**src/sv/aia_pkg.sv**
```systemverilog
package aia_pkg;

	// sample and fixed-point formats
	localparam int SAMPLE_WIDTH  = 16;
	localparam int CORDIC_STAGES = 16;
	localparam int ATAN_ENTRIES  = 24;
	localparam int FRAC_SHIFT    = 32 - SAMPLE_WIDTH;
	localparam int SQ_W          = 2 * SAMPLE_WIDTH;
	localparam int RAD_W         = SQ_W + 2 * FRAC_SHIFT;
	localparam int ROOT_W        = RAD_W / 2;
	localparam int REM_W         = ROOT_W + 4;
	localparam int CW            = ROOT_W + 3;
	localparam int ACC_W         = 32;
	localparam int ANGLE_W       = 15;
	localparam int ANGLE_LIMIT   = 9000;
	localparam int RUN_STAGES    = (CORDIC_STAGES > ATAN_ENTRIES) ? ATAN_ENTRIES : CORDIC_STAGES;

	// control that travels with each request
	typedef struct packed {
		logic valid;
		logic zero;
	} ctl_t;

	// finished result
	typedef struct packed {
		logic signed [ANGLE_W-1:0] tilt;
		logic                      ok;
	} res_t;

	// atan(2^-i) in 1/65536 of a hundredth of a degree
	function automatic logic signed [ACC_W-1:0] atan_entry(input int unsigned idx);
		logic signed [ACC_W-1:0] v;
		case (idx)
			0:       v = 32'sd294912000;
			1:       v = 32'sd174096719;
			2:       v = 32'sd91987925;
			3:       v = 32'sd46694507;
			4:       v = 32'sd23437865;
			5:       v = 32'sd11730358;
			6:       v = 32'sd5866610;
			7:       v = 32'sd2933484;
			8:       v = 32'sd1466764;
			9:       v = 32'sd733385;
			10:      v = 32'sd366693;
			11:      v = 32'sd183346;
			12:      v = 32'sd91673;
			13:      v = 32'sd45837;
			14:      v = 32'sd22918;
			15:      v = 32'sd11459;
			16:      v = 32'sd5730;
			17:      v = 32'sd2865;
			18:      v = 32'sd1432;
			19:      v = 32'sd716;
			20:      v = 32'sd358;
			21:      v = 32'sd179;
			22:      v = 32'sd90;
			23:      v = 32'sd45;
			default: v = '0;
		endcase
		return v;
	endfunction

endpackage

```
**src/sv/aia_obuf.sv**
```systemverilog
module aia_obuf (
	input  logic          clk,
	input  logic          arst_n,
	input  logic          push,
	input  aia_pkg::res_t push_data,
	output logic          room,
	output logic          out_valid,
	input  logic          out_ready,
	output aia_pkg::res_t out_data
);

	logic          head_v_q, tail_v_q;
	aia_pkg::res_t head_q, tail_q;
	logic          pop;

	assign pop       = head_v_q && out_ready;
	assign room      = !tail_v_q;
	assign out_valid = head_v_q;
	assign out_data  = head_q;

	// two-entry output queue, pipeline stalls only when both are full
	always_ff @(posedge clk or negedge arst_n) begin
		if (!arst_n) begin
			head_v_q <= 1'b0;
			tail_v_q <= 1'b0;
		end else if (!head_v_q || pop) begin
			head_v_q <= tail_v_q || push;
			tail_v_q <= tail_v_q && push;
		end else if (push) begin
			tail_v_q <= 1'b1;
		end
	end

	always_ff @(posedge clk) begin
		if (!head_v_q || pop) begin
			head_q <= tail_v_q ? tail_q : push_data;
			if (tail_v_q) begin
				tail_q <= push_data;
			end
		end else if (push) begin
			tail_q <= push_data;
		end
	end

endmodule

```
**config.mk**
```make
export PLATFORM = sky130hd
export DESIGN_NAME = aia_obuf
export DESIGN_NICKNAME = d
export VERILOG_FILES = /design/src/sv/aia_pkg.sv /design/src/sv/aia_obuf.sv
export SDC_FILE = /design/constraint.sdc
export NUM_CORES = 1
export LEC_CHECK = 0
export BUFFER_PORTS_ARGS = -buffer_cell sky130_fd_sc_hd__buf_2
export CORE_MARGIN = 2
export CORE_UTILIZATION = 53
export CTS_CLUSTER_DIAMETER = 50
export DETAILED_ROUTE_END_ITERATION = 8
export PLACE_DENSITY_LB_ADDON = 0.3
export RECOVER_POWER = 25
export SLEW_MARGIN = 20
export SYNTH_ARGS = -nofsm -noshare
export SYNTH_HDL_FRONTEND = slang
export SYNTH_SLANG_ARGS = --single-unit
```
**constraint.sdc**
```tcl
create_clock -name clk -period 2.97 [get_ports clk]
set_input_delay 0.594 -clock clk [delete_from_list [all_inputs] [get_ports clk]]
set_output_delay 0.594 -clock clk [all_outputs]
set_load 0.01 [all_outputs]
```
Word level (Yosys, flattened, before mapping)

Index checks and enable logic that the tools add are counted.

Eq/ne operators: 1
Mux-type cells: 6
Reduce and logical (&&, ||, !) cells: 8

Operator list:

| cell                 | number |
|---|---|
| $mux W16             | 4 |
| $logic_and A1 B1 Y1  | 2 |
| $logic_not A1 Y1     | 2 |
| $logic_or A1 B1 Y1   | 2 |
| $mux W1              | 2 |
| $ne A2 B2 Y1 const B | 1 |
| $reduce_and A2 Y1    | 1 |
| $reduce_bool A2 Y1   | 1 |

Register bits after elaboration: 34
Bits of input ports: 20
Output and inout bits: 18
Word-level logic and storage cells: 21

Logic depth before layout (Yosys ltp)

Depth after elaboration: 4
Mapped depth: 2
Gate-level depth less buffers: 2

Worst setup path after synthesis

No wires, ideal clock.

Path kind: input port to flip-flop
Start: input port out_ready
End: register tail_q[0] (netlist name) (enable)
Setup time: 287 ps
Arrival time: 1208 ps
Required time: 2683 ps
Setup slack: 1475 ps
Stages on the path: 2
Buffers on the path: 0
Cells stage by stage: nor2b_2 -> mux2_2

Longest elaborated chain between the ends: 4
Elaborated cells on any way between the ends: 5
Those cells by class: eq/ne (1); reduce/logical (4)

RTL lines:

| what                                                         | line           | source |
|---|---|---|
| from (decl)                                                  | aia_obuf.sv:8  | `input logic out_ready,` |
| $logic_and A1 B1 Y1 (*)                                      | aia_obuf.sv:16 | `assign pop = head_v_q && out_ready;` |
| $logic_or A1 B1 Y1 (*)                                       | aia_obuf.sv:35 | `if (!head_v_q \|\| pop) begin` |
| $ne A2 B2 Y1 (no line) or $reduce_bool A2 Y1 (tied branches) | n/a            |  |
| $reduce_and A2 Y1 (no line) (*)                              | n/a            |  |
| to (signal assigned)                                         | aia_obuf.sv:38 | `tail_q <= push_data;` |
| to (signal assigned)                                         | aia_obuf.sv:41 | `tail_q <= push_data;` |
| to (decl)                                                    | aia_obuf.sv:13 | `aia_pkg::res_t head_q, tail_q;` |

Every way passes the cells marked *; elsewhere a longest branch is shown, timed or not.
A chain may end at the register's enable or synchronous reset.

Worst setup path in the final report

Start: register tail_v_q
End: output port room

Longest elaborated chain between the ends: 1

RTL lines:

| what                   | line           | source |
|---|---|---|
| from (decl)            | aia_obuf.sv:12 | `logic head_v_q, tail_v_q;` |
| from (signal assigned) | aia_obuf.sv:28 | `tail_v_q <= tail_v_q && push;` |
| $logic_not A1 Y1       | aia_obuf.sv:17 | `assign room = !tail_v_q;` |
| to (decl)              | aia_obuf.sv:6  | `output logic room,` |

No other way between the ends.

==> impl_results.md <==
* # DRC at 0
* IO Count at 38
* Routed wire length at 1940 µm
* Commonest non-fill, non-tap cell in the layout: edfxtp_1
* Worst-path maximum fanout at 20
* Clock net sink count at 34
* Diodes inserted at 0
* CTS tree: done
* CP startpoint: tail_v_q$_DFFE_PN0P_
* Core ar. at 2230 µm²
* Proportion of synthesized chip area in sequential cells at 0.802
* Crit Reg-Reg Startpoint: tail_v_q$_DFFE_PN0P_
* Root Buffer Master: clkbuf_4
* Leakage Power at 0.563 nW
* RSZ-0062 raised after global routing: no
* Syn avg cell area at 21.7 µm²
* Cts repair resizes at 0
* Die X at ~53 µm
* Via Count at 658
* Flop-to-flop setup slack at 1.26 ns
* Fillers at 174
* WP data arrival at 1.39 ns
* Slew margin rel. at 0.509
* Max frequency at 504 MHz
* Rows at 17
* Final setup viols at 0
* First-pass GRT wire length at 2940 µm
* R2R depth at 1
* DIE AREA at roughly 2800 µm²
* Skew-Pair Late Insertion Delay at between 0.3 and 0.4 ns
* Layout cells sized above 1 at 0.495
* Critical Path RT at 2.38 ns
* Most frequent cells in the layout: edfxtp_1, buf_2, mux2_2
* Initial drt markers at 11
* Final Non-Filler Cells at 129
* Antenna violations before repair at 0
* Number of synthesis warnings at 0
* Mapped Area at 1260 µm²
* GRT Total Usage at 0.164
* Crit Path Class: flip-flop to output pin
* Grt ovf at 0
* Distinct cells, synth at 9
* Final core occ at 0.667
* Actual slew at the worst max-slew pin at 0.737 ns
* Final hold vios at 0
* TNS Setup at 0 ns
* Worst Setup End Kind: output pin
* Worst hold path class: primary input to async pin
* Cts bufs inserted at 5
* Pwr/cell area at 642 nW/µm²
* #FFs+latches synth at 34
* Cts hold-fix bufs at 0
* CTS clk-pin slew, worst paths at 0.09 ns
* Vias in the first global route at 634
* Worst vdd ir at 0.000499 V
* Max-Cap Viols at 0
* Min cycle time layout at 1.98 ns
* Clk_skew at 0.00448 ns
* Drt via density at between 5 and 6
* ANT nets after route at 0
* DR pass1 iterations at 4
* Clock Path Buffers at 2
* Worst r2r dst: tail_q[10]$_DFFE_PP_
* Setup crit start kind: flip-flop
* Inst Count DP at between 100 and 150
* # nets final at 120
* Wire per inst at 15.0 µm
* Die H at 52.8 µm
* Design Power at 957 µW
* Crit share post-route at 0.668
* H-tree depth at 2
* Syn nets at 78
* Largest net degree at the start of global routing at 21
* Cells after synthesis at 58
* Layout area overhead at 18.3%
* IO buf count at 37
* Slew Limit Fails at 0
* Status: complete, no violations
* GP Congestion at 0.619
* Postcts setup bufs at 0
* Initial Util at 0.564
-- where the power goes --
| group | switching (mW) | leakage, nW | internal (mW) |
|---|---|---|---|
| Combinational | 0.0588 | 0.200 | 0.0596 |
| Sequential | 0.0227 | 0.336 | 0.591 |
| Clock | 0.141 | 0.0277 | 0.0842 |
| Total | 0.222 | 0.563 | 0.734 |
-- state kept, by name, summed over array words and instances, names as in the netlist --
name / count
out_data: 16
tail_q: 16
out_valid: 1
tail_v_q: 1
-- routing by layer --
metal	share of wire	track usage	vias up	wire length, µm
met3	0.072	0.0514	2	139
met5	0	0	-	0
met2	0.50	0.252	29	979
met4	0.011	0.128	0	21
li1	-	-	311	-
met1	0.41	0.187	316	801
-- worst max-delay path by stage --
stage	slack [ns]	endpoint	cells after the start
finish	0.99	room	2
global route	0.82	room	2
CTS	0.95	room	2
detailed placement	1.24	tail_q[4]$_DFFE_PP_	1
global placement	1.28	tail_q[13]$_DFFE_PP_	1
floorplan	1.47	tail_q[0]$_DFFE_PP_	2
-- logic make-up after synthesis --
logic type / synth area share
flops: 0.802
mux: 0.152
fa+ha+maj: 0.00794
simple gates: 0.0119
buf+inv: 0.0258
-- synthesized netlist by cell type (all sizes together) --
cell type,number,area (µm²)
maj3,1,10.0
or3,1,6.26
mux2,17,191
dfrtp,2,50.1
nor2b,1,8.76
buf,1,11.3
inv,2,7.51
clkbuf,1,13.8
edfxtp,32,961
-- worst max-delay path, stage by stage (launching register included) --
cell and delay, ns:
dfrtp_1 0.83, inv_1 0.07, buf_2 0.16
-- per-stage QoR --
stage               setup WS, ns  cell area [µm²]  hold WS (ns)
finish                     0.987             1490        0.0335
global route               0.816             1490        0.0128
CTS                        0.953             1500        0.0116
detailed placement          1.24             1460         0.381
global placement            1.28             1460         0.380
floorplan                   1.47             1260         0.298
-- cell type report --
cell class | instances | area [µm²] | area share
flip-flops and latches | 34 | 1010 | 0.678
multi-input cells | 20 | 214 | 0.144
repair buffers | 37 | 174 | 0.117
clock buffers | 5 | 37.5 | 0.0252
well taps | 28 | 35.0 | 0.0235
clock inverters | 3 | 11.3 | 0.00756
inverters | 2 | 7.51 | 0.00504
Power figures use the tool's default switching activity.
