<file path="src/sv/aia_pkg.sv">
package aia_pkg;

	// sample and fixed-point formats
	localparam int SAMPLE_WIDTH  = 16;
	localparam int CORDIC_STAGES = 16;
	localparam int ATAN_ENTRIES  = 24;
	localparam int FRAC_SHIFT    = 32 - SAMPLE_WIDTH;
	localparam int SQ_W          = 2 * SAMPLE_WIDTH;
	localparam int RAD_W         = SQ_W + 2 * FRAC_SHIFT;
	localparam int ROOT_W        = RAD_W / 2;
	localparam int REM_W         = ROOT_W + 4;
	localparam int CW            = ROOT_W + 3;
	localparam int ACC_W         = 32;
	localparam int ANGLE_W       = 15;
	localparam int ANGLE_LIMIT   = 9000;
	localparam int RUN_STAGES    = (CORDIC_STAGES > ATAN_ENTRIES) ? ATAN_ENTRIES : CORDIC_STAGES;

	// control that travels with each request
	typedef struct packed {
		logic valid;
		logic zero;
	} ctl_t;

	// finished result
	typedef struct packed {
		logic signed [ANGLE_W-1:0] tilt;
		logic                      ok;
	} res_t;

	// atan(2^-i) in 1/65536 of a hundredth of a degree
	function automatic logic signed [ACC_W-1:0] atan_entry(input int unsigned idx);
		logic signed [ACC_W-1:0] v;
		case (idx)
			0:       v = 32'sd294912000;
			1:       v = 32'sd174096719;
			2:       v = 32'sd91987925;
			3:       v = 32'sd46694507;
			4:       v = 32'sd23437865;
			5:       v = 32'sd11730358;
			6:       v = 32'sd5866610;
			7:       v = 32'sd2933484;
			8:       v = 32'sd1466764;
			9:       v = 32'sd733385;
			10:      v = 32'sd366693;
			11:      v = 32'sd183346;
			12:      v = 32'sd91673;
			13:      v = 32'sd45837;
			14:      v = 32'sd22918;
			15:      v = 32'sd11459;
			16:      v = 32'sd5730;
			17:      v = 32'sd2865;
			18:      v = 32'sd1432;
			19:      v = 32'sd716;
			20:      v = 32'sd358;
			21:      v = 32'sd179;
			22:      v = 32'sd90;
			23:      v = 32'sd45;
			default: v = '0;
		endcase
		return v;
	endfunction

endpackage

</file>
<file path="src/sv/aia_isqrt.sv">
module aia_isqrt (
	input  logic                                   clk,
	input  logic                                   arst_n,
	input  logic                                   en,
	input  logic        [aia_pkg::SQ_W-1:0]         sq,
	input  logic signed [aia_pkg::SAMPLE_WIDTH-1:0] z_in,
	input  aia_pkg::ctl_t                          ctl_in,
	output logic        [aia_pkg::ROOT_W-1:0]       root,
	output logic signed [aia_pkg::SAMPLE_WIDTH-1:0] z_out,
	output aia_pkg::ctl_t                          ctl_out
);

	localparam int N = aia_pkg::ROOT_W;

	logic        [aia_pkg::RAD_W-1:0]        rad_s  [N];
	logic        [aia_pkg::REM_W-1:0]        rem_s  [N];
	logic        [aia_pkg::ROOT_W-1:0]       root_s [N];
	logic signed [aia_pkg::SAMPLE_WIDTH-1:0] z_s    [N];
	aia_pkg::ctl_t                           ctl_s  [N];

	// one result bit per stage, two radicand bits consumed
	for (genvar k = 0; k < N; k++) begin : g_step
		logic        [aia_pkg::RAD_W-1:0]        rad_p;
		logic        [aia_pkg::REM_W-1:0]        rem_p, r2, trial;
		logic        [aia_pkg::ROOT_W-1:0]       root_p;
		logic signed [aia_pkg::SAMPLE_WIDTH-1:0] z_p;
		aia_pkg::ctl_t                           ctl_p;

		if (k == 0) begin : g_first
			assign rad_p  = {sq, {(2 * aia_pkg::FRAC_SHIFT){1'b0}}};
			assign rem_p  = '0;
			assign root_p = '0;
			assign z_p    = z_in;
			assign ctl_p  = ctl_in;
		end else begin : g_next
			assign rad_p  = rad_s[k-1];
			assign rem_p  = rem_s[k-1];
			assign root_p = root_s[k-1];
			assign z_p    = z_s[k-1];
			assign ctl_p  = ctl_s[k-1];
		end

		assign r2    = {rem_p[aia_pkg::REM_W-3:0], rad_p[aia_pkg::RAD_W-1 -: 2]};
		assign trial = {{(aia_pkg::REM_W - aia_pkg::ROOT_W - 2){1'b0}}, root_p, 2'b01};

		always_ff @(posedge clk or negedge arst_n) begin
			if (!arst_n) begin
				ctl_s[k] <= '0;
			end else if (en) begin
				ctl_s[k] <= ctl_p;
			end
		end

		always_ff @(posedge clk) begin
			if (en) begin
				rad_s[k] <= rad_p << 2;
				z_s[k]   <= z_p;
				if (r2 >= trial) begin
					rem_s[k]  <= r2 - trial;
					root_s[k] <= {root_p[aia_pkg::ROOT_W-2:0], 1'b1};
				end else begin
					rem_s[k]  <= r2;
					root_s[k] <= {root_p[aia_pkg::ROOT_W-2:0], 1'b0};
				end
			end
		end
	end

	assign root    = root_s[N-1];
	assign z_out   = z_s[N-1];
	assign ctl_out = ctl_s[N-1];

endmodule

</file>
<file path="config.mk">
export PLATFORM = sky130hd
export DESIGN_NAME = aia_isqrt
export DESIGN_NICKNAME = d
export VERILOG_FILES = /design/src/sv/aia_pkg.sv /design/src/sv/aia_isqrt.sv
export SDC_FILE = /design/constraint.sdc
export NUM_CORES = 2
export LEC_CHECK = 0
export BUFFER_PORTS_ARGS = -buffer_cell sky130_fd_sc_hd__buf_2
export CORE_MARGIN = 2
export CORE_UTILIZATION = 40
export CTS_BUF_LIST = sky130_fd_sc_hd__clkbuf_16
export DETAILED_ROUTE_END_ITERATION = 8
export HOLD_SLACK_MARGIN = 0.1
export SLEW_MARGIN = 10
export SYNTH_ARGS = -nofsm -noshare
export SYNTH_HDL_FRONTEND = slang
export SYNTH_MEMORY_MAX_BITS = 65536
export SYNTH_SLANG_ARGS = --single-unit
</file>
<file path="constraint.sdc">
create_clock -name clk -period 3.75 [get_ports clk]
set_clock_uncertainty 0.15 [all_clocks]
set_input_delay 0.375 -clock clk [delete_from_list [all_inputs] [get_ports clk]]
set_output_delay 0.375 -clock clk [all_outputs]
set_load 0.02 [all_outputs]
</file>
## Yosys cells after proc, flatten, opt, wreduce, memory -nomap -nowiden

Memories as Yosys holds them, arrays and structs flattened.
Index checks and enable logic that the tools add are counted.

| cells by class | value |
|---|---|
| $add $sub $neg | 32 |
| $lt $le $gt $ge | 32 |
| muxes and demuxes | 258 |
| bitwise operators | 64 |

Operator list:

| kind | count |
|---|---|
| two-way mux 36 bit | 32 |
| >= comparator 36 x 34 -> 1 bit | 31 |
| subtractor 36 x 34 -> 36 bit | 31 |
| two-way mux 32 bit | 32 |
| two-way mux 1 bit | 194 |
| bitwise OR 1 bit | 64 |
| subtractor 2 x 1 -> 3 bit (second input constant) | 1 |
| >= comparator 2 x 1 -> 1 bit (second input constant) | 1 |

| word-level totals | value |
|---|---|
| register bits after elaboration | 64 |
| RAM bits | 4672 |
| input port bits | 53 |
| output and inout bits | 50 |
| logic and storage cells | 454 |
| memories | 4 |

Memory list:

| memory | words | width | rd ports | clocked after Yosys merged registers in | wr ports | RTL line | text |
|---|---|---|---|---|---|---|---|
| rad_s | 32 | 62 | 31 | 0 | 32 | aia_isqrt.sv:15 | `logic [aia_pkg::RAD_W-1:0] rad_s [N];` |
| rem_s | 32 | 36 | 31 | 0 | 32 | aia_isqrt.sv:16 | `logic [aia_pkg::REM_W-1:0] rem_s [N];` |
| root_s | 32 | 32 | 32 | 0 | 32 | aia_isqrt.sv:17 | `logic [aia_pkg::ROOT_W-1:0] root_s [N];` |
| z_s | 32 | 16 | 32 | 0 | 32 | aia_isqrt.sv:18 | `logic signed [aia_pkg::SAMPLE_WIDTH-1:0] z_s [N];` |

## Logic depth before layout (Yosys ltp)

An unclocked memory read counts as a cell.

| logic depth | value |
|---|---|
| depth in word-level cells | 6 |
| depth in mapped cells | 14 |
| depth with buffers taken out | 14 |

## Worst setup path after synthesis

No wires, ideal clock.

| path | value |
|---|---|
| path kind | input-to-reg |
| start | input en |
| end | memory rem_s[1][396] (netlist name) (enable) |
| setup time | 0.440 ns |
| data arrival time | 3.087 ns |
| required time | 3.160 ns |
| path slack | 0.072 ns |
| stages on the path | 5 |
| buffers on the path | 5 |
| cells stage by stage | clkbuf_1 clkbuf_1 clkbuf_1 clkbuf_1 clkbuf_1 |

RTL lines:

| item | RTL line | text |
|---|---|---|
| start: declaration | aia_isqrt.sv:4 | `input logic en,` |
| end: declaration | aia_isqrt.sv:16 |  |

==> results.cfg <==
[run_status]
status = complete, no violations

[power]
intPower_mw = 55.51
power.net_switching_mw = 22.22
power-per-cell-area_mw_per_mm2 = 612.1
p_comb_frac = 0.210
p_sw_frac = 0.2859
seq_power_share = 0.462
p_leak_nw = 48.31
vdd_drop_max_v = 0.0003857
power_mw = 77.73
pwr-share-clk = 0.328

[grt]
grt_first_pass_wirelength_um = 364300
grt_max_degree = 183
grt_usage = 0.1611
grt_remaining_overflow = 0
grt_pass1_vias = 67270
antenna_found_initial = 8

[critical_path]
timing.reg2reg.setup_slack_ns = 0.12
r2r-end = rem_s[1][465]
critPathKind = register to register
startpoint_type = register
worst-endpoint-required_ns = 4.18
r2r_start = rem_s[1][407]
critPathMaxFanout = 19
reg2reg_depth = 11
cp-end-kind = register
critPathArrivalTime_ns = 4.05

[route]
drt-total-wl_um = 231300
vias = 67740
routed_via_density = 5.159
drtPass1Iterations = 6
ant_nets = 0
post_drt_wl_per_cell_um = 17.62
drtIter0Drc = 4824
drcViolationCount = 0

[synth]
synthCells = 8739
synth_top_area_share = 0.6143
synth_largest_area_cell = edfxtp_1
avgSynthCellArea_um2 = 12.68
yosys_most_used_dff = edfxtp_1
synth_fp_nets = 9339
synth.distinct_cells = 101
synth_edf_count = 2267
ys_warn_count = 0
synth-async-reset-ratio = 0.02744
netlist_top_cells_count = 2267 x edfxtp_1, 676 x nand2_1, 674 x inv_1
synth_area_leaders = edfxtp_1 61%, ha_1 6.0%, xor2_1 3.2%, xnor2_1 3.1%, o21ai_0 2.3%
synth_area_mm2 = 0.1108
yosysSeqAreaShare = 0.6290
synthMostInstantiatedCell = edfxtp_1
ys_ff_latch = 2332

[clock_tree]
insertion_delay_ns = 0.88
cts_sinks = 2332
tritoncts = built
cts_buffers = 267
root_buffer = clkbuf_16
clk_pin_slew_ns = 0.06
cts_max_level = 5
cts_buffer_depth = 4

[final_layout]
final_area_mm2 = 0.1270
nFillCells = 24410
syn2layout_area_growth_pct = 14.59
drive_gt1_frac = 0.1023
nets = 9813
fin_util = 0.4600
fin_cells = 13130

[floorplanning]
die_area_mm2 = 0.2813
initial_core_util = 0.4015
core.rowCount = 193
die_h_um = 530.3
coreArea_mm2 = 0.2760
die_x_um = 530.3
num_io_pins = 103

[sta]
worst_slack_ns = 0.1244
slew_headroom = 0.2692
hold_viol = 0
min_period_ns = 3.626
whs_ns = 0.2075
tightest_slew_ns = 1.096
final_max_slew_viol_count = 0
setup_viol = 0
finalCritPeriodShare = 0.9668
final.setup.tns_ns = 0
fmax_ghz = 0.2758

[placed_design]
io_buffers = 102
routabilityCongestion = 0.8934
place_inst = 12550
placed_area_mm2 = 0.1171
dp_hpwl_um = 167800
dp_slack_ns = -0.1954

[min_path]
worstHoldStart = sq[16]
whs_endpoint = rad_s[0][48]
holdPathStages = 2
hp-class = input pin to register

[job]
drv_cap = 0
==> worst max-delay path: stages (launching register included) <==
cell and delay, ns:
edfxtp_1 0.43, ha_1 0.40, nand3_1 0.24, a2111oi_1 0.50, o21a_1 0.29, o211ai_1 0.14
nand2_1 0.13, a41o_1 0.28, a41oi_4 0.15, buf_12 0.19, nor4b_1 0.34, xor2_1 0.11
==> worst max path at each step <==
stage                     depth (start not counted)       endpoint     startpoint
after floorplan                                   5  rem_s[1][396]             en
after detailed placement                         13  rem_s[1][522]  rem_s[1][468]
after global placement                           13  rem_s[1][530]  rem_s[1][468]
after global routing                             11  rem_s[1][465]  rem_s[1][407]
after CTS                                        13  rem_s[1][321]  rem_s[1][252]
final                                            11  rem_s[1][465]  rem_s[1][407]
==> layout by cell type, fill, tap and decap left out, types with 45 or more instances in the layout <==
| cell | synthesis | final |
|---|---|---|
| dlygate4sd3_1 | 0 | 98 |
| inv_1 | 674 | 709 |
| xnor2_1 | 388 | 388 |
| clkbuf_16 | 0 | 276 |
| o21a_1 | 84 | 84 |
| or4_1 | 64 | 64 |
| a211oi_1 | 52 | 49 |
| buf_4 | 4 | 188 |
| nand3_1 | 158 | 157 |
| clkinv_2 | 0 | 45 |
| o21ai_0 | 510 | 505 |
| or3_1 | 92 | 92 |
| buf_2 | 24 | 101 |
| nor2_1 | 482 | 479 |
| a21oi_1 | 461 | 454 |
| edfxtp_1 | 2267 | 2267 |
| nand2b_1 | 85 | 85 |
| nor2b_1 | 61 | 60 |
| ha_1 | 532 | 531 |
| clkinv_1 | 1 | 57 |
| nand4_1 | 79 | 79 |
| xor2_1 | 411 | 411 |
| a21o_1 | 235 | 235 |
| nor4_1 | 126 | 121 |
| and2_1 | 53 | 53 |
| nand2_1 | 676 | 676 |
| nor3_1 | 206 | 201 |
| mux2_2 | 128 | 128 |
| o21bai_1 | 57 | 57 |
| dfrtp_1 | 64 | 64 |
==> flip-flops by register name, summed over array words and instances, names as in the netlist <==
name     cells
root_s     528
rad_s      240
z_s        512
ctl_s       62
rem_s      988
ctl_out      2
==> logic make-up (layout without fill, tap and decap cells) <==
kind of cell,Yosys count,after routing,share of synthesized area
DFF,2332,2332,0.6290
adders and majority gates,547,547,0.06278
muxes,137,137,0.01383
and+or+nand+nor,2299,2299,0.1038
xor gates and xnor gates,799,799,0.06315
AOI/OAI and AO/OA,1739,1739,0.09701
buffers and inverters,886,1568,0.03042
other,0,3,0
==> routing by layer <==
metal	global-route usage	vias to the layer above	part of all wire
met5	0	-	0
met4	0.05092	0	0.028
met3	0.02213	394	0.039
met2	0.2815	1427	0.50
met1	0.2060	32680	0.44
li1	-	33240	-
==> layout make-up <==
class	instances	area, um^2	area share
timing repair buffer	413	3392	0.02671
tap	3705	4636	0.03651
clock buffer	276	6907	0.05439
clock inverter	201	1743	0.01373
sequential	2332	69700	0.5489
antenna	3	7.507	0.00005912
multi-input combinational	5521	38050	0.2996
inverter	678	2547	0.02006
==> power groups by stage <==
stage / clock network [mW] / registers, mW / logic, mW
6_report: 25.5 / 35.9 / 16.3
5_1_grt: 27.3 / 36.3 / 18.2
4_1_cts: 26.3 / 36.0 / 16.2
3_5_place_dp: 0 / 36.5 / 16.0
3_3_place_gp: 0 / 36.5 / 15.7
2_1_floorplan: 0 / 35.1 / 12.0
==> timing repair <==
item                                   in CTS  in global routing
hold buffers                               99                  0
setup buffers                               0                  2
gates resized for setup                     4                 47
endpoints found under the hold margin     285                  0
pin swaps                                   0                  5
cloned                                      0                  0
setup endpoints to repair                  36                217
Note: power is estimated with default switching activity, not from simulation.
