File: src/sv/aia_pkg.sv
package aia_pkg;

	// sample and fixed-point formats
	localparam int SAMPLE_WIDTH  = 16;
	localparam int CORDIC_STAGES = 16;
	localparam int ATAN_ENTRIES  = 24;
	localparam int FRAC_SHIFT    = 32 - SAMPLE_WIDTH;
	localparam int SQ_W          = 2 * SAMPLE_WIDTH;
	localparam int RAD_W         = SQ_W + 2 * FRAC_SHIFT;
	localparam int ROOT_W        = RAD_W / 2;
	localparam int REM_W         = ROOT_W + 4;
	localparam int CW            = ROOT_W + 3;
	localparam int ACC_W         = 32;
	localparam int ANGLE_W       = 15;
	localparam int ANGLE_LIMIT   = 9000;
	localparam int RUN_STAGES    = (CORDIC_STAGES > ATAN_ENTRIES) ? ATAN_ENTRIES : CORDIC_STAGES;

	// control that travels with each request
	typedef struct packed {
		logic valid;
		logic zero;
	} ctl_t;

	// finished result
	typedef struct packed {
		logic signed [ANGLE_W-1:0] tilt;
		logic                      ok;
	} res_t;

	// atan(2^-i) in 1/65536 of a hundredth of a degree
	function automatic logic signed [ACC_W-1:0] atan_entry(input int unsigned idx);
		logic signed [ACC_W-1:0] v;
		case (idx)
			0:       v = 32'sd294912000;
			1:       v = 32'sd174096719;
			2:       v = 32'sd91987925;
			3:       v = 32'sd46694507;
			4:       v = 32'sd23437865;
			5:       v = 32'sd11730358;
			6:       v = 32'sd5866610;
			7:       v = 32'sd2933484;
			8:       v = 32'sd1466764;
			9:       v = 32'sd733385;
			10:      v = 32'sd366693;
			11:      v = 32'sd183346;
			12:      v = 32'sd91673;
			13:      v = 32'sd45837;
			14:      v = 32'sd22918;
			15:      v = 32'sd11459;
			16:      v = 32'sd5730;
			17:      v = 32'sd2865;
			18:      v = 32'sd1432;
			19:      v = 32'sd716;
			20:      v = 32'sd358;
			21:      v = 32'sd179;
			22:      v = 32'sd90;
			23:      v = 32'sd45;
			default: v = '0;
		endcase
		return v;
	endfunction

endpackage

File: src/sv/aia_cordic.sv
module aia_cordic (
	input  logic                                   clk,
	input  logic                                   arst_n,
	input  logic                                   en,
	input  logic        [aia_pkg::ROOT_W-1:0]       root,
	input  logic signed [aia_pkg::SAMPLE_WIDTH-1:0] z,
	input  aia_pkg::ctl_t                          ctl_in,
	output aia_pkg::res_t                          res,
	output logic                                   res_valid
);

	localparam int N    = aia_pkg::RUN_STAGES;
	localparam int RQ_W = aia_pkg::ACC_W - 15;
	localparam logic signed [RQ_W-1:0] LIM_P = RQ_W'(aia_pkg::ANGLE_LIMIT);
	localparam logic signed [RQ_W-1:0] LIM_N = RQ_W'(-aia_pkg::ANGLE_LIMIT);
	localparam logic signed [aia_pkg::ACC_W:0] HALF = (aia_pkg::ACC_W + 1)'(32768);

	logic signed [aia_pkg::CW-1:0]    x_in, y_in;
	logic signed [aia_pkg::CW-1:0]    x_s   [N];
	logic signed [aia_pkg::CW-1:0]    y_s   [N];
	logic signed [aia_pkg::ACC_W-1:0] acc_s [N];
	aia_pkg::ctl_t                    ctl_s [N];

	logic signed [aia_pkg::ACC_W:0] rsum;
	logic signed [RQ_W-1:0]         rq;
	aia_pkg::res_t                  res_q;
	logic                           res_valid_q;

	// starting vector (horizontal, vertical)
	assign x_in = $signed({{(aia_pkg::CW - aia_pkg::ROOT_W){1'b0}}, root});
	assign y_in = aia_pkg::CW'(z) <<< aia_pkg::FRAC_SHIFT;

	// vectoring rotations, one per stage
	for (genvar i = 0; i < N; i++) begin : g_rot
		logic signed [aia_pkg::CW-1:0]    xp, yp;
		logic signed [aia_pkg::ACC_W-1:0] ap;
		aia_pkg::ctl_t                    cp;

		if (i == 0) begin : g_first
			assign xp = x_in;
			assign yp = y_in;
			assign ap = '0;
			assign cp = ctl_in;
		end else begin : g_next
			assign xp = x_s[i-1];
			assign yp = y_s[i-1];
			assign ap = acc_s[i-1];
			assign cp = ctl_s[i-1];
		end

		always_ff @(posedge clk or negedge arst_n) begin
			if (!arst_n) begin
				ctl_s[i] <= '0;
			end else if (en) begin
				ctl_s[i] <= cp;
			end
		end

		always_ff @(posedge clk) begin
			if (en) begin
				if (!yp[aia_pkg::CW-1]) begin
					x_s[i]   <= xp + (yp >>> i);
					y_s[i]   <= yp - (xp >>> i);
					acc_s[i] <= ap + aia_pkg::atan_entry(i);
				end else begin
					x_s[i]   <= xp - (yp >>> i);
					y_s[i]   <= yp + (xp >>> i);
					acc_s[i] <= ap - aia_pkg::atan_entry(i);
				end
			end
		end
	end

	// round half up to hundredths, saturate, give 0 for an all-zero sample
	assign rsum = (aia_pkg::ACC_W + 1)'(acc_s[N-1]) + HALF;
	assign rq   = $signed(rsum[aia_pkg::ACC_W:16]);

	always_ff @(posedge clk or negedge arst_n) begin
		if (!arst_n) begin
			res_valid_q <= 1'b0;
		end else if (en) begin
			res_valid_q <= ctl_s[N-1].valid;
		end
	end

	always_ff @(posedge clk) begin
		if (en) begin
			res_q.ok <= !ctl_s[N-1].zero;
			if (ctl_s[N-1].zero) begin
				res_q.tilt <= '0;
			end else if (rq > LIM_P) begin
				res_q.tilt <= LIM_P[aia_pkg::ANGLE_W-1:0];
			end else if (rq < LIM_N) begin
				res_q.tilt <= LIM_N[aia_pkg::ANGLE_W-1:0];
			end else begin
				res_q.tilt <= rq[aia_pkg::ANGLE_W-1:0];
			end
		end
	end

	assign res       = res_q;
	assign res_valid = res_valid_q;

endmodule

File: config.mk
export PLATFORM = sky130hd
export DESIGN_NAME = aia_cordic
export DESIGN_NICKNAME = d
export VERILOG_FILES = /design/src/sv/aia_pkg.sv /design/src/sv/aia_cordic.sv
export SDC_FILE = /design/constraint.sdc
export NUM_CORES = 2
export LEC_CHECK = 0
export BUFFER_PORTS_ARGS = -buffer_cell sky130_fd_sc_hd__buf_2
export CAP_MARGIN = 10
export CORE_MARGIN = 2
export CORE_UTILIZATION = 45
export CTS_CLUSTER_SIZE = 24
export DETAILED_ROUTE_END_ITERATION = 12
export PLACE_DENSITY = 0.67
export SLEW_MARGIN = 20
export SYNTH_ARGS = -nofsm -noshare
export SYNTH_HDL_FRONTEND = slang
export SYNTH_SLANG_ARGS = --single-unit
File: constraint.sdc
create_clock -name clk -period 6.8 [get_ports clk]
set_clock_uncertainty 0.1 [all_clocks]
set_input_delay 2.04 -clock clk [delete_from_list [all_inputs] [get_ports clk]]
set_output_delay 2.04 -clock clk [all_outputs]
set_load 0.03 [all_outputs]
After elaboration in Yosys (flattened, before gate mapping)
Memories as Yosys holds them, arrays and structs flattened.
Cells that the tools add are included.
{ "op_classes": {"addsub": 94, "order_cmp": 2, "mux": 146, "bitwise": 48, "reduce_logical": 3} }
{ "op_table": {"columns": ["cell", "count"], "rows": [
  ["2-to-1 mux 35 bit", 32],
  ["2-to-1 mux 32 bit", 16],
  ["2-to-1 mux 1 bit", 96],
  ["adder 35 x 20 -> 35 bit", 2],
  ["adder 35 x 21 -> 35 bit", 2],
  ["adder 35 x 22 -> 35 bit", 2],
  ["adder 35 x 23 -> 35 bit", 2],
  ["adder 35 x 24 -> 35 bit", 2],
  ["adder 35 x 25 -> 35 bit", 2],
  ["adder 35 x 26 -> 35 bit", 2],
  ["adder 35 x 27 -> 35 bit", 2],
  ["adder 35 x 28 -> 35 bit", 2],
  ["adder 35 x 29 -> 35 bit", 2],
  ["adder 35 x 30 -> 35 bit", 2],
  ["adder 35 x 31 -> 35 bit", 2],
  ["adder 35 x 32 -> 35 bit", 2],
  ["adder 35 x 33 -> 35 bit", 2],
  ["adder 35 x 34 -> 35 bit", 2],
  ["subtractor 35 x 20 -> 35 bit", 2],
  ["subtractor 35 x 21 -> 35 bit", 2],
  ["subtractor 35 x 22 -> 35 bit", 2],
  ["subtractor 35 x 23 -> 35 bit", 2],
  ["subtractor 35 x 24 -> 35 bit", 2],
  ["subtractor 35 x 25 -> 35 bit", 2],
  ["other kinds (51)", 107]
]} }
{ "word_totals": {"regBits": 49, "ram_bits": 1632, "input_bits": 53, "output_inout_bits": 17, "elab_cells": 333, "memories": 3} }
{ "memory_table": {"columns": ["name", "words", "width", "read_ports", "rd_ports_with_merged_regs", "write_ports", "line_no", "text"], "rows": [
  ["x_s", 16, 35, 15, 0, 16, "aia_cordic.sv:19", "logic signed [aia_pkg::CW-1:0] x_s [N];"],
  ["y_s", 16, 35, 15, 0, 16, "aia_cordic.sv:20", "logic signed [aia_pkg::CW-1:0] y_s [N];"],
  ["acc_s", 16, 32, 16, 0, 16, "aia_cordic.sv:21", "logic signed [aia_pkg::ACC_W-1:0] acc_s [N];"]
]} }

Logic depth before layout (Yosys ltp)
An unclocked memory read counts as a cell.
{ "logic_depth": {"word_depth": 5, "mapped_depth": 20, "depth_no_buf": 20} }

Worst setup path before layout
Ideal clock, no wire load.
{ "synth_path": {"path_type": "input -> register", "start": "input en", "end": "memory x_s[1][69] (netlist bit), data pin", "setup_time_ns": 0.158, "arrival_ns": 6.813, "required_ns": 6.542, "path_slack_ns": -0.271, "stages": 19, "path_buffers": 4, "path_cell_list": "clkbuf_1 > clkbuf_1 > nand2_1 > inv_1 > clkbuf_1 > clkbuf_1 > nor2_1 > xnor2_1 > ha_1 > nor2b_1 > o31a_1 > o31ai_1 > a221oi_1 > a31oi_1 > o31ai_1 > a2111oi_0 > o21ai_0 > a2111o_1 > o211ai_1"} }
{ "synth_rtl": {"columns": ["item", "line_no", "text"], "rows": [
  ["start: declaration", "aia_cordic.sv:4", "input logic en,"],
  ["end: declaration", "aia_cordic.sv:19", null]
]} }

==> out/metrics.yaml <==
synth_compound_area_share_pct: 20.8
synth_edf_count: 1417
core_mm2: 0.279
synthAdderAreaFrac_pct: 14.7
cts_tree: "done"
r2r-start: "x_s[1][46]$_DFFE_PP_"
ant_nets: 0
clock-sinks: 1450
synth_xor_area_share_pct: 12.7
yosys.area.top_type_share_pct: 33.8
yosys-mux-area-fraction_pct: 0.818
synth_seq_area_share_pct: 34.5
ys.flop_type: "edfxtp_1"
cap_viol_max_count: 0
start_kind: "register"
vias_per_cell: 5.75
rows: 194
max_slew_margin_pct: 28.5
avgSynthCellArea_um2: 9.44
busiest_layer: "met2"
ff2ff_path_depth: 20
synth.distinct_cells: 101
rsz0062_at_grt: "false"
finalWirelength_mm: 315
grtUsageMet1_pct: 28.6
die_y_um: 533
synth-simple-area-share_pct: 14.1
cts_inserted_buffers: 170
nFillCells: 26100
cts.root.buffer_cell: "clkbuf_16"
cp.arrival_ps: 6440
syn_nets: 14800
cts_setup_buffers: 0
area_growth_pct: 8.82
final-max-slew-violation-count: 0
fp.dieW_um: 533
nets: 15000
clockBufferDepth: 4
first_pass_iters: 6
setup_viol: 0
grt-ovfl-total: 0
run_status: "complete, no violations"
synth_async_sr_flop_share_pct: 2.28
rr_endpoint: "y_s[1][103]$_DFFE_PP_"
grt_max_degree: 183
hold_path_class: "register to register"
drtIter0Drc: 7707
grt_first_pass_wirelength_mm: 504
ys_top_cells_by_area: "edfxtp_1 34%, ha_1 14%, xnor2_1 8.1%"
gr-usage-met3_pct: 2.10
floorplan.initialDensity_pct: 45.1
synthCells: 13300
worst_pin_slew_ps: 1060
synth_top_family_by_area: "compound AO/OA/AOI/OAI gates"
yosys.area.top_type: "edfxtp_1"
hold_depth: 0
cp-startpoint: "x_s[1][46]$_DFFE_PP_"
io-pin-count: 70
grt_usage_pct: 21.5
crit_fanout: 6
dp_slack_ps: 131
fin_crit_ps: 5940
post-synth-top-count-cell: "ha_1"
critical_path_class: "register to register"
synthTopCellsByCount: "1420 x ha_1, 1417 x edfxtp_1, 1249 x a21oi_1, 1164 x xnor2_1, 1047 x nor2_1"
vias: 99700
clkTransAtPathRegs_ps: 60
h-tree-depth: 4
synth_area_mm2: 0.126
place_congestion: 0.933
clk_latency_ps: 870
ys.warnings.count: 0
worst_ep_required_time_ps: 7310
grt_pass1_vias: 94800
fin_crit_sh_pct: 87.3
fmax_mhz: 168
layout-drive-gt1-share_pct: 5.01
antenna_found_initial: 4
ctsHoldBuffers: 0
io_buffers: 69
dieArea_mm2: 0.284
ys_ff_latch: 1450
cp-endpoint: "y_s[1][103]$_DFFE_PP_"
post-route-worst-setup-slack_ps: 864
cp-end-kind: "register"
hold_viol: 0
drc: 0
reg2reg_slack_ps: 860
dp_hpwl_mm: 249
tns_ps: 0
wl_per_cell_um: 18.2
cts_resized: 0
grtUsageMet2_pct: 36.4
critical path, stage by stage, from the launching register on:
cell and delay, ps:
edfxtp_1 500, inv_1 120, ha_1 180, nand2b_1 110
nand2b_1 220, or4_1 470, or3_1 370, nor4_1 650
nor2_1 110, xor2_1 170, ha_1 380, a21o_1 200
a21o_1 170, a21oi_1 160, o21ai_0 130, o31ai_1 420
o21ai_0 300, o311ai_0 540, nand2b_1 110, a21oi_1 190
xnor2_1 80
flip-flops by register name, indices dropped and copies added (netlist names):
register	cells
x_s	475
res	16
res_valid	1
ctl_s	32
acc_s	437
y_s	489
area by class of cell:
type / count / area [um2] / area share (%)
Tap cell: 3724 / 4660 / 3.40
Antenna cell: 1 / 2.50 / 0.00183
Sequential cell: 1450 / 43400 / 31.7
Timing Repair Buffer: 225 / 1680 / 1.23
Multi-Input combinational cell: 11100 / 79400 / 58.0
Inverter: 558 / 2090 / 1.53
Clock inverter: 109 / 1190 / 0.869
Clock buffer: 196 / 4470 / 3.26
per-stage QoR:
stage / hold WS, ps / utilization [%] / instance area (um2) / std cells
2_1_floorplan: 300 / - / 126000 / 13300
3_3_place_gp: 320 / 47.1 / 131000 / 17000
3_5_place_dp: 323 / 47.1 / 131000 / 17000
4_1_cts: 336 / 49.1 / 137000 / 17300
5_1_grt: 353 / 49.1 / 137000 / 17300
6_report: 332 / 49.1 / 137000 / 17300
kinds of logic after synthesis:
kind of cell / Yosys count
AO/OA/AOI/OAI: 4073
XOR/XNOR: 1817
adder cells (fa/ha/maj): 1458
buffers and inverters: 799
flip-flops: 1450
multiplexers: 96
AND/OR/NAND/NOR: 3626
cells in the final DEF (no fill, tap or decap), types with 122 or more instances in the layout:
| cell type | n |
|---|---|
| a21o_1 | 613 |
| inv_1 | 546 |
| o21ai_0 | 743 |
| xnor2_1 | 1164 |
| o21bai_1 | 178 |
| nor2b_1 | 166 |
| ha_1 | 1420 |
| nand3_1 | 258 |
| nor2_1 | 1047 |
| and3_1 | 144 |
| xor2_1 | 653 |
| a211oi_1 | 122 |
| nand2_1 | 806 |
| nor3_1 | 347 |
| clkbuf_16 | 175 |
| o21a_1 | 195 |
| o31ai_1 | 176 |
| nand2b_1 | 197 |
| a21oi_1 | 1249 |
| buf_4 | 144 |
| a31oi_1 | 154 |
| edfxtp_1 | 1417 |
worst min-delay path by stage:
stage / start / to / slack (ps)
3_5_place_dp: acc_s[0][193]$_DFFE_PP_ / acc_s[0][225]$_DFFE_PP_ / 320
6_report: acc_s[0][193]$_DFFE_PP_ / acc_s[0][225]$_DFFE_PP_ / 330
3_3_place_gp: acc_s[0][193]$_DFFE_PP_ / acc_s[0][225]$_DFFE_PP_ / 320
4_1_cts: acc_s[0][193]$_DFFE_PP_ / acc_s[0][225]$_DFFE_PP_ / 340
2_1_floorplan: acc_s[0][193]$_DFFE_PP_ / acc_s[0][225]$_DFFE_PP_ / 300
5_1_grt: acc_s[0][193]$_DFFE_PP_ / acc_s[0][225]$_DFFE_PP_ / 350
routing by layer:
layer	vias to the layer above	wire length, um
met5	-	0
met4	0	11000
met3	493	13400
met2	2205	148000
met1	46900	142000
li1	50100	-
Power is not shown: default switching activity piles up to over one toggle a cycle in this logic, so the estimate is an artifact.
